--- src/hw/rtl/tllhp_pkg.sv ---
// Package for the two-level local-history branch predictor.
// Holds the sizing constants, the history-row and counter-row types and the
// command structs shared by the table modules and the top level. No dependencies.
package tllhp_pkg;

    localparam int INDEX_BITS   = 6;
    localparam int WAYS         = 4;
    localparam int HISTORY_BITS = 12;
    localparam int TAG_BITS     = 4;
    localparam int COUNTER_BITS = 2;
    localparam int ADDR_BITS    = 32;

    localparam int NUM_SETS = 1 << INDEX_BITS;
    localparam int WAY_BITS = (WAYS > 1) ? $clog2(WAYS) : 1;

    // The pattern table is stored as rows of several counters each.
    localparam int CTR_SEL_BITS = (HISTORY_BITS > 4) ? 4 : HISTORY_BITS - 1;
    localparam int CTR_ROW_BITS = HISTORY_BITS - CTR_SEL_BITS;
    localparam int CTR_ROWS     = 1 << CTR_ROW_BITS;
    localparam int CTRS_PER_ROW = 1 << CTR_SEL_BITS;

    localparam logic REQ_PREDICT = 1'b0;
    localparam logic REQ_UPDATE  = 1'b1;

    typedef struct packed {
        logic                    valid;
        logic [WAY_BITS-1:0]     rank;
        logic [TAG_BITS-1:0]     tag;
        logic [HISTORY_BITS-1:0] hist;
    } way_entry_t;

    typedef way_entry_t [WAYS-1:0] hist_row_t;

    typedef logic [CTRS_PER_ROW-1:0][COUNTER_BITS-1:0] ctr_row_t;

    typedef struct packed {
        logic                  en;
        logic [INDEX_BITS-1:0] set;
        hist_row_t             row;
    } hist_wr_t;

    typedef struct packed {
        logic                    rd_en;
        logic [HISTORY_BITS-1:0] rd_hist;
        logic                    train_en;
        logic                    taken;
    } ctr_cmd_t;

    // Contents of a history row that has never been written.
    function automatic hist_row_t reset_row();
        hist_row_t r;
        for (int w = 0; w < WAYS; w++)
        begin
            r[w].valid = 1'b0;
            r[w].rank  = WAY_BITS'(w);
            r[w].tag   = '0;
            r[w].hist  = '1;
        end
        return r;
    endfunction

endpackage

--- src/hw/rtl/tllhp_way_logic.sv ---
// Way selection and row update for one history row: tag match, victim choice,
// recency touch and history shift. Combinational. Depends on tllhp_pkg.
module tllhp_way_logic (
    input  tllhp_pkg::hist_row_t               row,
    input  logic [tllhp_pkg::TAG_BITS-1:0]     tag,
    input  logic                               is_update,
    input  logic                               is_cond,
    input  logic                               taken,
    output logic                               hit,
    output logic [tllhp_pkg::HISTORY_BITS-1:0] hist_sel,
    output logic                               wr_en,
    output tllhp_pkg::hist_row_t               new_row
);
    import tllhp_pkg::*;

    logic [WAY_BITS-1:0] hit_way;
    logic [WAY_BITS-1:0] free_way;
    logic [WAY_BITS-1:0] lru_way;
    logic [WAY_BITS-1:0] tgt;
    logic [WAY_BITS-1:0] old_rank;
    logic                free_found;

    always_comb
    begin
        hit        = 1'b0;
        hit_way    = '0;
        free_found = 1'b0;
        free_way   = '0;
        lru_way    = '0;
        // Descending scans leave the lowest-numbered qualifying way.
        for (int w = WAYS - 1; w >= 0; w--)
        begin
            if (row[w].valid && row[w].tag == tag)
            begin
                hit     = 1'b1;
                hit_way = WAY_BITS'(w);
            end
            if (!row[w].valid)
            begin
                free_found = 1'b1;
                free_way   = WAY_BITS'(w);
            end
            if (row[w].rank == '0)
            begin
                lru_way = WAY_BITS'(w);
            end
        end

        if (hit)
        begin
            tgt = hit_way;
        end
        else if (free_found)
        begin
            tgt = free_way;
        end
        else
        begin
            tgt = lru_way;
        end

        old_rank = row[tgt].rank;
        new_row  = row;
        for (int w = 0; w < WAYS; w++)
        begin
            if (row[w].rank > old_rank)
            begin
                new_row[w].rank = row[w].rank - 1'b1;
            end
        end
        new_row[tgt].rank = WAY_BITS'(WAYS - 1);

        if (is_update)
        begin
            if (hit)
            begin
                new_row[tgt].hist = {row[tgt].hist[HISTORY_BITS-2:0], taken};
            end
            else
            begin
                new_row[tgt].valid = 1'b1;
                new_row[tgt].tag   = tag;
                new_row[tgt].hist  = '1;
            end
        end

        hist_sel = hit ? row[hit_way].hist : '1;
        wr_en    = is_update ? is_cond : hit;
    end

endmodule

--- config.mk ---
export PLATFORM = sky130hd
export DESIGN_NAME = tllhp_way_logic
export DESIGN_NICKNAME = d
export VERILOG_FILES = /design/src/hw/rtl/tllhp_pkg.sv /design/src/hw/rtl/tllhp_way_logic.sv
export SDC_FILE = /design/constraint.sdc
export NUM_CORES = 1
export LEC_CHECK = 0
export ABC_AREA = 1
export BUFFER_PORTS_ARGS = -buffer_cell sky130_fd_sc_hd__buf_4
export CORE_MARGIN = 1
export CORE_UTILIZATION = 43
export DETAILED_ROUTE_END_ITERATION = 10
export PLACE_DENSITY = 0.78
export SLEW_MARGIN = 20
export SYNTH_ARGS = -nofsm -noshare
export SYNTH_HDL_FRONTEND = slang
export SYNTH_SLANG_ARGS = --single-unit
--- constraint.sdc ---
create_clock -name vclk -period 3.15
set_input_delay 0.63 -clock vclk [all_inputs]
set_output_delay 0.63 -clock vclk [all_outputs]
set_load 0.03 [all_outputs]
Word-level counts from Yosys, hierarchy flattened. Cells that the tools add are included.

Equal/unequal tests: 4. Reductions and logical operators: 9. Multipliers: 0. Add/sub/neg operators: 4. Divide/modulo/power cells: 0. Shifts and indexed selects: 0. Multiplexer cells: 47. Order comparisons: 7. Bitwise logic cells: 0.

Operators by type and width (count): $bwmux W76 (5); $demux W19 S2 (4); $mux W76 (2); $bmux W19 S2 (2); $mux W12 (3); $mux W18 (2); $mux W2 (18); $mux W19 (1); $eq A4 B4 Y1 (4); $mux W16 (1); $mux W1 (9); $gt A2 B2 Y1 (4); $logic_not A2 Y1 (4); $sub A2 B1 Y2 const B (4); $lt A2 B3 Y1 const B (2); $logic_and A1 B1 Y1 (5); $ge A2 B1 Y1 const B (1).

Word-level logic and storage cells: 71. Bits in read-only memories: 0. RAM bits: 0. Memories kept: 0. Register bits: 0. Bits in latches: 0.

Depth between registers and ports, before layout.
Depth after elaboration: 17. Depth in mapped cells: 22.

Least setup slack after synthesis. OpenSTA, ideal clock, no wires.

Path type: input to output. From: in tag[2] in the netlist's numbering. To: out new_row[54] in the netlist's numbering. Stages: 19. Path slack: -385 ps. Arrival: 2905 ps. Buffers on the path: 2. Cells stage by stage: buf_4 -> xnor2_1 -> nand3_1 -> nand2_1 -> nor2_4 -> nand2_4 -> nand2_4 -> inv_8 -> nand2_2 -> buf_4 -> o22ai_1 -> nor2_1 -> ha_1 -> inv_1 -> nand3_1 -> nand3_1 -> nand2_1 -> nand2_1 -> nand3_1.

RTL lines: from (decl) (RTL line tllhp_way_logic.sv:5) `input logic [tllhp_pkg::TAG_BITS-1:0] tag,`; to (decl) (RTL line tllhp_way_logic.sv:12) `output tllhp_pkg::hist_row_t new_row`.

==> results.toml <==
[status]
status = "finished, violations left"
violations = "design-rule violations, negative setup slack"

[sta]
hold_viol_final = 0
fin_ws_ns = -0.8814
fin_setup_tns_ns = -35.83
layout_min_cycle_time_ns = 4.031
maxSlewViolCount = 0
post-route-period-util_pct = 128.0
maxClockFrequency_mhz = 248.1
worstMarginPinSlew_ns = 0.5218
max-slew-margin-rel_pct = 65.22
setup_viol = 86
rsz0062_at_grt = "true"
fin_worst_hold_slack_ns = 1.583

[floorplan]
die_area_sq_mm = 0.007470
dieHeight_um = 86.43
fp.dieW_um = 86.43
rows = 30
core_sq_mm = 0.006832
ios = 173
initial_core_util_pct = 44.87

[placement]
io_buffers = 173
dpl.hpwl_um = 10180
place_congestion = 0.9603
pre_cts_ws_ns = -0.4808

[logic_synthesis]
ys_seq_area_share_pct = 0
netlist_area_sq_mm = 0.003065
synth_top_area_share_pct = 23.39
synth_warnings = 0
netlist-cell-type-count = 36
syn_avg_cell_area_sq_um = 5.042
synth_fp_nets = 699
yosysTopAreaCell = "nand2_1"
synthCells = 608
synth_common_cells = "nand2_1 (191), inv_1 (128), nand3_1 (88)"
synth.most_common_cell = "nand2_1"
synth.area.top_cells = "nand2_1 (23%), inv_1 (16%), nand3_1 (14%), nor2_4 (6.6%), o21ai_0 (6.4%)"

[routing]
met3_length_um = 3572
postRouteAntennaNets = 0
wl_met1_um = 6984
dr.pass1.iters = 11
viasPerCell = 6.621
drt_iter0_markers = 1053
totalWireLength_um = 22470
wl_met2_um = 9297
wire_per_inst_um = 23.43
top_layer = "met5"
via_count = 6350
drc = 2

[grt]
grt_pass1_wl_um = 21510
gr-usage-all-layers_pct = 35.26
antenna_found_initial = 1
grt_overflow = 0
grt_max_degree = 50
grt_pass1_vias = 4777

[critical_path]
crit_end = "new_row[55]"
crit_chain = "buf_4, inv_2, ha_4, inv_1, nor2_1, o21ai_1, nand2_1, nand2_4, nand2_8, nand2_2, o22ai_2, nor2_4, buf_12, ha_4, inv_2, nand2_1, nand2_1, nand3b_1, nand3_4, buf_6"
path_class = "in2out"
cp_max_fo = 5
worstSetupStartpoint = "row[74]"
cpPeakStageDelay_ns = 0.24
arrival_ns = 3.40
cp_slowest_cell = "ha_4"
end_kind = "output pin"
start_kind = "input port"
cp_common_cell = "nand2_1"
required_ns = 2.52

[power]
power.total_w = 0.001945
power_density_mw_per_mm2 = 303.1
ir_worst_vdd_uv = 202.4
p_leak_nw = 3.389

[cells_and_area]
areaGrowthSynthToFinish_pct = 109.4
nNetsFinal = 956
nFlopsAndLatches = 0
regArea_sq_um = 0
drive_above_1_share_pct = 58.17
diodes = 0
clkbuf_count = 0

[run]
max_cap_violations = 0

[min_path]
min_path_cells = 4
hold_path.class = "in2out"

[cts]
hold_buffers = 0
==> layout make-up <==
class | count | area, sq um
timing repair buffer | 278 | 2555
inverter | 133 | 533.0
multi-input combinational | 452 | 3211
tap | 96 | 120.1
fill | 225 | 412.9
==> metrics by stage <==
| stage | util (%) | cells | cell area [sq um] |
|---|---|---|---|
| floorplan | - | 608 | 3182 |
| global placement | 71.67 | 914 | 4896 |
| detailed placement | 71.67 | 914 | 4896 |
| CTS | 77.29 | 934 | 5280 |
| global route | 93.96 | 959 | 6419 |
| finish | 93.96 | 959 | 6419 |
==> layout by cell type (no fill, tap or decap), drive strengths merged <==
master	n
buf	276
nand2	201
inv	131
nand3	93
nor2	59
o21ai	40
a21oi	16
o211ai	12
ha	8
a22oi	4
nand3b	4
xnor2	4
nand4	4
nor3	2
clkbuf	2
o22ai	2
o21bai	1
clkinv	1
a21boi	1
clkinvlp	1
and2	1
==> repair_timing <==
item	in CTS	in global routing
resized for setup	66	240
pin swaps	19	77
cloned	0	3
setup endpoints to repair	58	89
buffers inserted	23	24
==> cell families (layout without fill, tap and decap cells) <==
group | after synthesis | after routing | synth area share (%)
fa+ha+maj | 8 | 8 | 3.265
simple gates | 363 | 364 | 58.98
buf+inv | 157 | 411 | 22.16
xor+xnor | 4 | 4 | 1.143
compound gates | 76 | 76 | 14.45
==> where the power goes <==
part | switching (W) | internal, W
sequential | 0 | 0
clock | 0 | 0
combinational | 0.00119 | 0.000755
==> critical path: cells and delay by family <==
family          cells  cell delay [ns]
fa+ha+maj           2             0.39
buf+inv             6             0.63
simple gates       10             1.36
compound gates      2             0.41
==> layer usage <==
layer,global-route usage (%),vias up
li1,-,2407
met3,3.333,335
met4,15.45,2
met1,43.62,2774
met2,61.98,832
met5,0,-
==> worst min path at each step <==
stage                       start     endpoint  slack, ns
after global routing      is_cond        wr_en       1.61
after detailed placement  is_cond        wr_en       1.60
after CTS                 is_cond        wr_en       1.60
after floorplan           row[16]  new_row[16]       1.42
final                     row[34]  new_row[34]       1.58
after global placement    is_cond        wr_en       1.59
No activity file was read; power rests on OpenSTA's default activity.
