File: src/hw/rtl/tllhp_pkg.sv
// Package for the two-level local-history branch predictor.
// Holds the sizing constants, the history-row and counter-row types and the
// command structs shared by the table modules and the top level. No dependencies.
package tllhp_pkg;

    localparam int INDEX_BITS   = 6;
    localparam int WAYS         = 4;
    localparam int HISTORY_BITS = 12;
    localparam int TAG_BITS     = 4;
    localparam int COUNTER_BITS = 2;
    localparam int ADDR_BITS    = 32;

    localparam int NUM_SETS = 1 << INDEX_BITS;
    localparam int WAY_BITS = (WAYS > 1) ? $clog2(WAYS) : 1;

    // The pattern table is stored as rows of several counters each.
    localparam int CTR_SEL_BITS = (HISTORY_BITS > 4) ? 4 : HISTORY_BITS - 1;
    localparam int CTR_ROW_BITS = HISTORY_BITS - CTR_SEL_BITS;
    localparam int CTR_ROWS     = 1 << CTR_ROW_BITS;
    localparam int CTRS_PER_ROW = 1 << CTR_SEL_BITS;

    localparam logic REQ_PREDICT = 1'b0;
    localparam logic REQ_UPDATE  = 1'b1;

    typedef struct packed {
        logic                    valid;
        logic [WAY_BITS-1:0]     rank;
        logic [TAG_BITS-1:0]     tag;
        logic [HISTORY_BITS-1:0] hist;
    } way_entry_t;

    typedef way_entry_t [WAYS-1:0] hist_row_t;

    typedef logic [CTRS_PER_ROW-1:0][COUNTER_BITS-1:0] ctr_row_t;

    typedef struct packed {
        logic                  en;
        logic [INDEX_BITS-1:0] set;
        hist_row_t             row;
    } hist_wr_t;

    typedef struct packed {
        logic                    rd_en;
        logic [HISTORY_BITS-1:0] rd_hist;
        logic                    train_en;
        logic                    taken;
    } ctr_cmd_t;

    // Contents of a history row that has never been written.
    function automatic hist_row_t reset_row();
        hist_row_t r;
        for (int w = 0; w < WAYS; w++)
        begin
            r[w].valid = 1'b0;
            r[w].rank  = WAY_BITS'(w);
            r[w].tag   = '0;
            r[w].hist  = '1;
        end
        return r;
    endfunction

endpackage

File: src/hw/rtl/tllhp_hist_table.sv
// History table: one synchronous memory row per set holding every way's tag,
// history, valid bit and recency rank. Depends on tllhp_pkg.
module tllhp_hist_table (
    input  logic                           clk,
    input  logic                           rst_n,
    input  logic                           rd_en,
    input  logic [tllhp_pkg::INDEX_BITS-1:0] rd_set,
    output tllhp_pkg::hist_row_t           rd_row,
    input  tllhp_pkg::hist_wr_t            wr
);
    import tllhp_pkg::*;

    hist_row_t             mem [NUM_SETS];
    hist_row_t             rd_data_reg;
    logic [NUM_SETS-1:0]   set_valid_reg;
    logic                  rd_valid_reg;

    always_ff @(posedge clk)
    begin
        if (wr.en)
        begin
            mem[wr.set] <= wr.row;
        end
        if (rd_en)
        begin
            rd_data_reg <= mem[rd_set];
        end
    end

    // A set that was never written reads as its reset contents.
    always_ff @(posedge clk or negedge rst_n)
    begin
        if (!rst_n)
        begin
            set_valid_reg <= '0;
            rd_valid_reg  <= 1'b0;
        end
        else
        begin
            if (wr.en)
            begin
                set_valid_reg[wr.set] <= 1'b1;
            end
            if (rd_en)
            begin
                rd_valid_reg <= set_valid_reg[rd_set];
            end
        end
    end

    assign rd_row = rd_valid_reg ? rd_data_reg : reset_row();

endmodule

File: config.mk
export PLATFORM = sky130hd
export DESIGN_NAME = tllhp_hist_table
export DESIGN_NICKNAME = d
export VERILOG_FILES = /design/src/hw/rtl/tllhp_pkg.sv /design/src/hw/rtl/tllhp_hist_table.sv
export SDC_FILE = /design/constraint.sdc
export NUM_CORES = 2
export LEC_CHECK = 0
export BUFFER_PORTS_ARGS = -buffer_cell sky130_fd_sc_hd__buf_2
export CORE_MARGIN = 5
export CORE_UTILIZATION = 43
export CTS_BUF_LIST = sky130_fd_sc_hd__clkbuf_8
export DETAILED_ROUTE_END_ITERATION = 7
export PLACE_DENSITY = 0.59
export SYNTH_ARGS = -nofsm -noshare
export SYNTH_HDL_FRONTEND = slang
export SYNTH_MEMORY_MAX_BITS = 65536
export SYNTH_SLANG_ARGS = --single-unit
File: constraint.sdc
create_clock -name clk -period 3.8 [get_ports clk]
set_input_delay 0 -clock clk [delete_from_list [all_inputs] [get_ports clk]]
set_output_delay 0 -clock clk [all_outputs]
set_load 0.005 [all_outputs]
Yosys cells after proc, flatten, opt, wreduce, memory -nomap -nowiden

Memory sizes are Yosys's and may differ from the RTL's. A register that Yosys moved wholly into a read port is not among the register bits.
Cells that the tools add are included.

Bits in registers: 65
Memory bits (writable): 4864
Input bits: 92
Output and inout bits: 76
Memories: 1

Magnitude comparators: 3
Muxes and demuxes: 7
Bitwise gates (word level): 1
Reduce and logical (&&, ||, !) cells: 1

Memory list:

| memory | depth | bits a word | read ports | clocked after Yosys merged registers in | write ports | line                   | source |
|---|---|---|---|---|---|---|---|
| mem    | 64    | 76          | 1          | 1                                       | 1           | tllhp_hist_table.sv:13 | `hist_row_t mem [NUM_SETS];` |

Operators with widths:

| cell               | count |
|---|---|
| $mux 76            | 1 |
| $or 64x64->64      | 1 |
| $lt 6x7->1 const B | 2 |
| $bmux 1 s6         | 1 |
| $demux 1 s6        | 1 |
| $ge 6x1->1 const B | 1 |
| $mux 1             | 4 |
| $logic_and 1x1->1  | 1 |

Depth between registers and ports, before layout

Word-level depth: 5
Gate-level depth with buffers: 9
Gate-level depth less buffers: 5

Worst setup path after synthesis

Ideal clock, no wire load.

Kind: input-to-reg
Start: in wr[79] (netlist name)
End: reg set_valid_reg[48]
Library setup time: 97 ps
Arrival time: 6401 ps
Data required time: 3703 ps
Setup slack: -2698 ps
Cell stages on the path: 5
Path buffers: 1
Cells stage by stage: clkbuf_1 -> nand4b_1 -> or2_2 -> nor3_1 -> or2_2

Cells in the longest elaborated chain, start to end: 5
Elaborated cells on any way between the ends: 6

RTL lines:

| what                                                                  | line                   | source |
|---|---|---|
| from (decl)                                                           | tllhp_hist_table.sv:9  | `input tllhp_pkg::hist_wr_t wr` |
| $lt 6x7->1 (implied by the code) / $ge 6x1->1 (equally long branches) | tllhp_hist_table.sv:42 | `set_valid_reg[wr.set] <= 1'b1;` |
| $logic_and 1x1->1 (implied by the code)                               | tllhp_hist_table.sv:42 |  |
| $mux 1 (implied by the code)                                          | tllhp_hist_table.sv:42 |  |
| $demux 1 s6 *                                                         | tllhp_hist_table.sv:42 |  |
| $or 64x64->64 (no source line) *                                      | -                      |  |
| to (signal assigned)                                                  | tllhp_hist_table.sv:35 | `set_valid_reg <= '0;` |
| to (signal, indexed assignment)                                       | tllhp_hist_table.sv:42 |  |
| to (decl)                                                             | tllhp_hist_table.sv:15 | `logic [NUM_SETS-1:0] set_valid_reg;` |

Mark *: on every way between the ends. The rest lies on a longest branch, timed or not.
A chain may end at the register's enable or synchronous reset.

==> flow_summary.toml <==
[clock_tree]
cts_made_buffers = 776
cts_sinks = 5005
cts_buffer_depth = 4
tritoncts = "yes"
ctsHtreeMaxLevel = 6
clkLatencyLatePin_ns = 1.22
cts.clk_slew.worst_paths_ns = 0.07
post_cts_resized = 0
root_buffer = "clkbuf_8"

[timing]
hold_ws_ns = 0.109
setup_tns_ns = 0
hold_viol = 0
finalMaxSlewViolations = 0
tightest_slew_ns = 1.22
max_slew_margin_pct = 18.2
fin_crit_sh_pct = 89.5
rsz0062_at_grt = "no"
skew_ns = 0.0438
finalCriticalPeriod_ns = 3.40
setup_violations = 0
max_clock_freq_mhz = 294
layout_setup_ws_ns = 0.400

[global_route]
antenna_found_initial = 47
grt_use_total_pct = 24.5
grt_pass1_wl_mm = 769
grt_max_degree = 128
grt_overflow = 0
grt_pass1_vias = 92900

[min_path]
worstHoldStart = "wr[22]"
min_path_cells = 2
hp-class = "in2reg"
whs_endpoint = "mem[6][22]"

[routing]
dr.pass1.iters = 5
wire_per_inst_um = 37.4
drt_iter0_markers = 12900
antenna_left = 0
routed_wirelength_mm = 561
via_per_inst = 6.09
drcViolationCount = 0
vias = 91300

[power]
powerDensity_nw_per_um2 = 498
irDropWorstVdd_uv = 348
p_leak_uw = 0.0682

[worst_setup_path]
slowest_stage = "dlygate4sd3_1"
cp_num_buf_inv = 3
crit_arrival_ns = 4.37
cp_max_fo = 1
start_kind = "register"
crit_type = "reg2reg"
crit_top_cell = "dlygate4sd3_1"
cp-end-kind = "register"
r2r_cells = 7
rr_startpoint = "mem[23][72]"
rrSetupSlack_ns = 0.40
reg2reg_to = "rd_data_reg[72]"
crit_start = "mem[23][72]"
critPathTopFamily = "buffers and inverters"
crit_chain = "mux4_2 -> mux4_2 -> dlygate4sd3_1 -> a22oi_1 -> dlygate4sd3_1 -> nand2_1 -> dlygate4sd3_1"
path_depth = 7
max_stage_delay_ns = 0.57
required_ns = 4.77

[die]
io_pins = 168
dieArea_um2 = 453000
dieWidth_um = 673
start_util_pct = 43.2
die_h_um = 673
rows = 243
core_um2 = 438000

[synth]
yosys-top-cells-area = "edfxtp_1 (78%), mux4_2 (18%), dfrtp_1 (0.86%)"
ys_ff_latch = 5005
ys_types = 29
syn-instance-count = 7438
syn_nets = 7530
yosysTopAreaCell = "edfxtp_1"
yosys_warnings = 0
syn_area_um2 = 189000
ys_seq_area_share_pct = 79.3
syn_avg_cell_area_um2 = 25.4
synth_top_area_share_pct = 78.4

[status]
status = "finished clean"

[placed_design]
pre_cts_ws_ns = 0.703
dp_cells = 13400
io_buffers = 167
gp_congestion = 0.787
hpwl_mm = 284

[finish]
nets = 8605
layout_commonest_cell = "edfxtp_1"
drive_gt1_share_pct = 34.4
largest_reg_flops = 4864
mostFrequentLayoutCells = "edfxtp_1 (4940), mux4_2 (1529), clkbuf_8 (781)"
finalNonFillerCells = 15000
synthToLayoutAreaGrowth_pct = 14.6

[flow_run]
drv_cap = 0
## worst register-to-register path, stage by stage, from the launching register on
cell	delay [ns]
edfxtp_1	0.35
mux4_2	0.48
mux4_2	0.46
dlygate4sd3_1	0.57
a22oi_1	0.13
dlygate4sd3_1	0.57
nand2_1	0.05
dlygate4sd3_1	0.55
## cell type report
cell class / count / area, µm²
inverters: 3 / 11.3
multi-input cells: 2036 / 38000
clock inverters: 592 / 2900
fillers: 34600 / 221000
well taps: 5880 / 7360
diodes: 10 / 25.0
clock buffers: 781 / 10700
flip-flops and latches: 5005 / 150000
repair buffers: 691 / 7680
## per-layer routing
layer	wire length, µm	track usage [%]
met1	216000	33.5
met2	279000	40.4
met3	47200	4.09
met4	18900	8.01
met5	70	0
## cell families after synthesis
group / after synthesis / synth area share [%]
mux: 1549 / 18.3
compound gates: 163 / 0.647
buf+inv: 397 / 0.885
flops: 5005 / 79.3
simple gates: 324 / 0.864
## cell usage after synthesis
cell type / count
clkbuf_1: 218
or3b_2: 1
nand2b_1: 55
nand4b_1: 1
inv_1: 3
a211oi_1: 1
dfrtp_1: 65
or3_1: 1
buf_4: 2
buf_6: 1
a31oi_1: 2
nand3b_1: 2
edfxtp_1: 4940
nand3_1: 10
nor3_1: 2
or2_2: 65
a21oi_1: 1
a41o_1: 1
mux4_2: 1529
nor2_1: 68
nand2_1: 86
buf_2: 135
a22oi_1: 156
a311oi_1: 2
nand4_1: 1
nor2b_1: 7
and2_1: 25
mux2i_1: 20
buf_1: 38
## where the power goes
part / internal (µW) / switching, µW
sequential: 61300 / 406
clock: 19700 / 20900
combinational: 2490 / 3150
## worst max-delay path by stage
stage                     slack, ns         endpoint
after global placement         0.71  rd_data_reg[68]
after global routing           0.29  rd_data_reg[72]
final                          0.40  rd_data_reg[72]
after CTS                      0.40  rd_data_reg[72]
after floorplan               -0.74       mem[10][0]
after detailed placement       0.70  rd_data_reg[68]
## timing repair
item	CTS	global route
setup buffers	0	0
hold buffers	171	0
endpoints found under the hold margin	6567	0
## stage by stage
| step | instance area, µm² | utilization [%] | power [µW] |
|---|---|---|---|
| finish | 217000 | 49.5 | 108000 |
| floorplan | 189000 | - | 65700 |
| detailed placement | 201000 | 45.9 | 68300 |
| global placement | 201000 | 45.9 | 68200 |
| CTS | 217000 | 49.5 | 109000 |
| global route | 217000 | 49.5 | 112000 |
(Power assumes the default switching activity.)
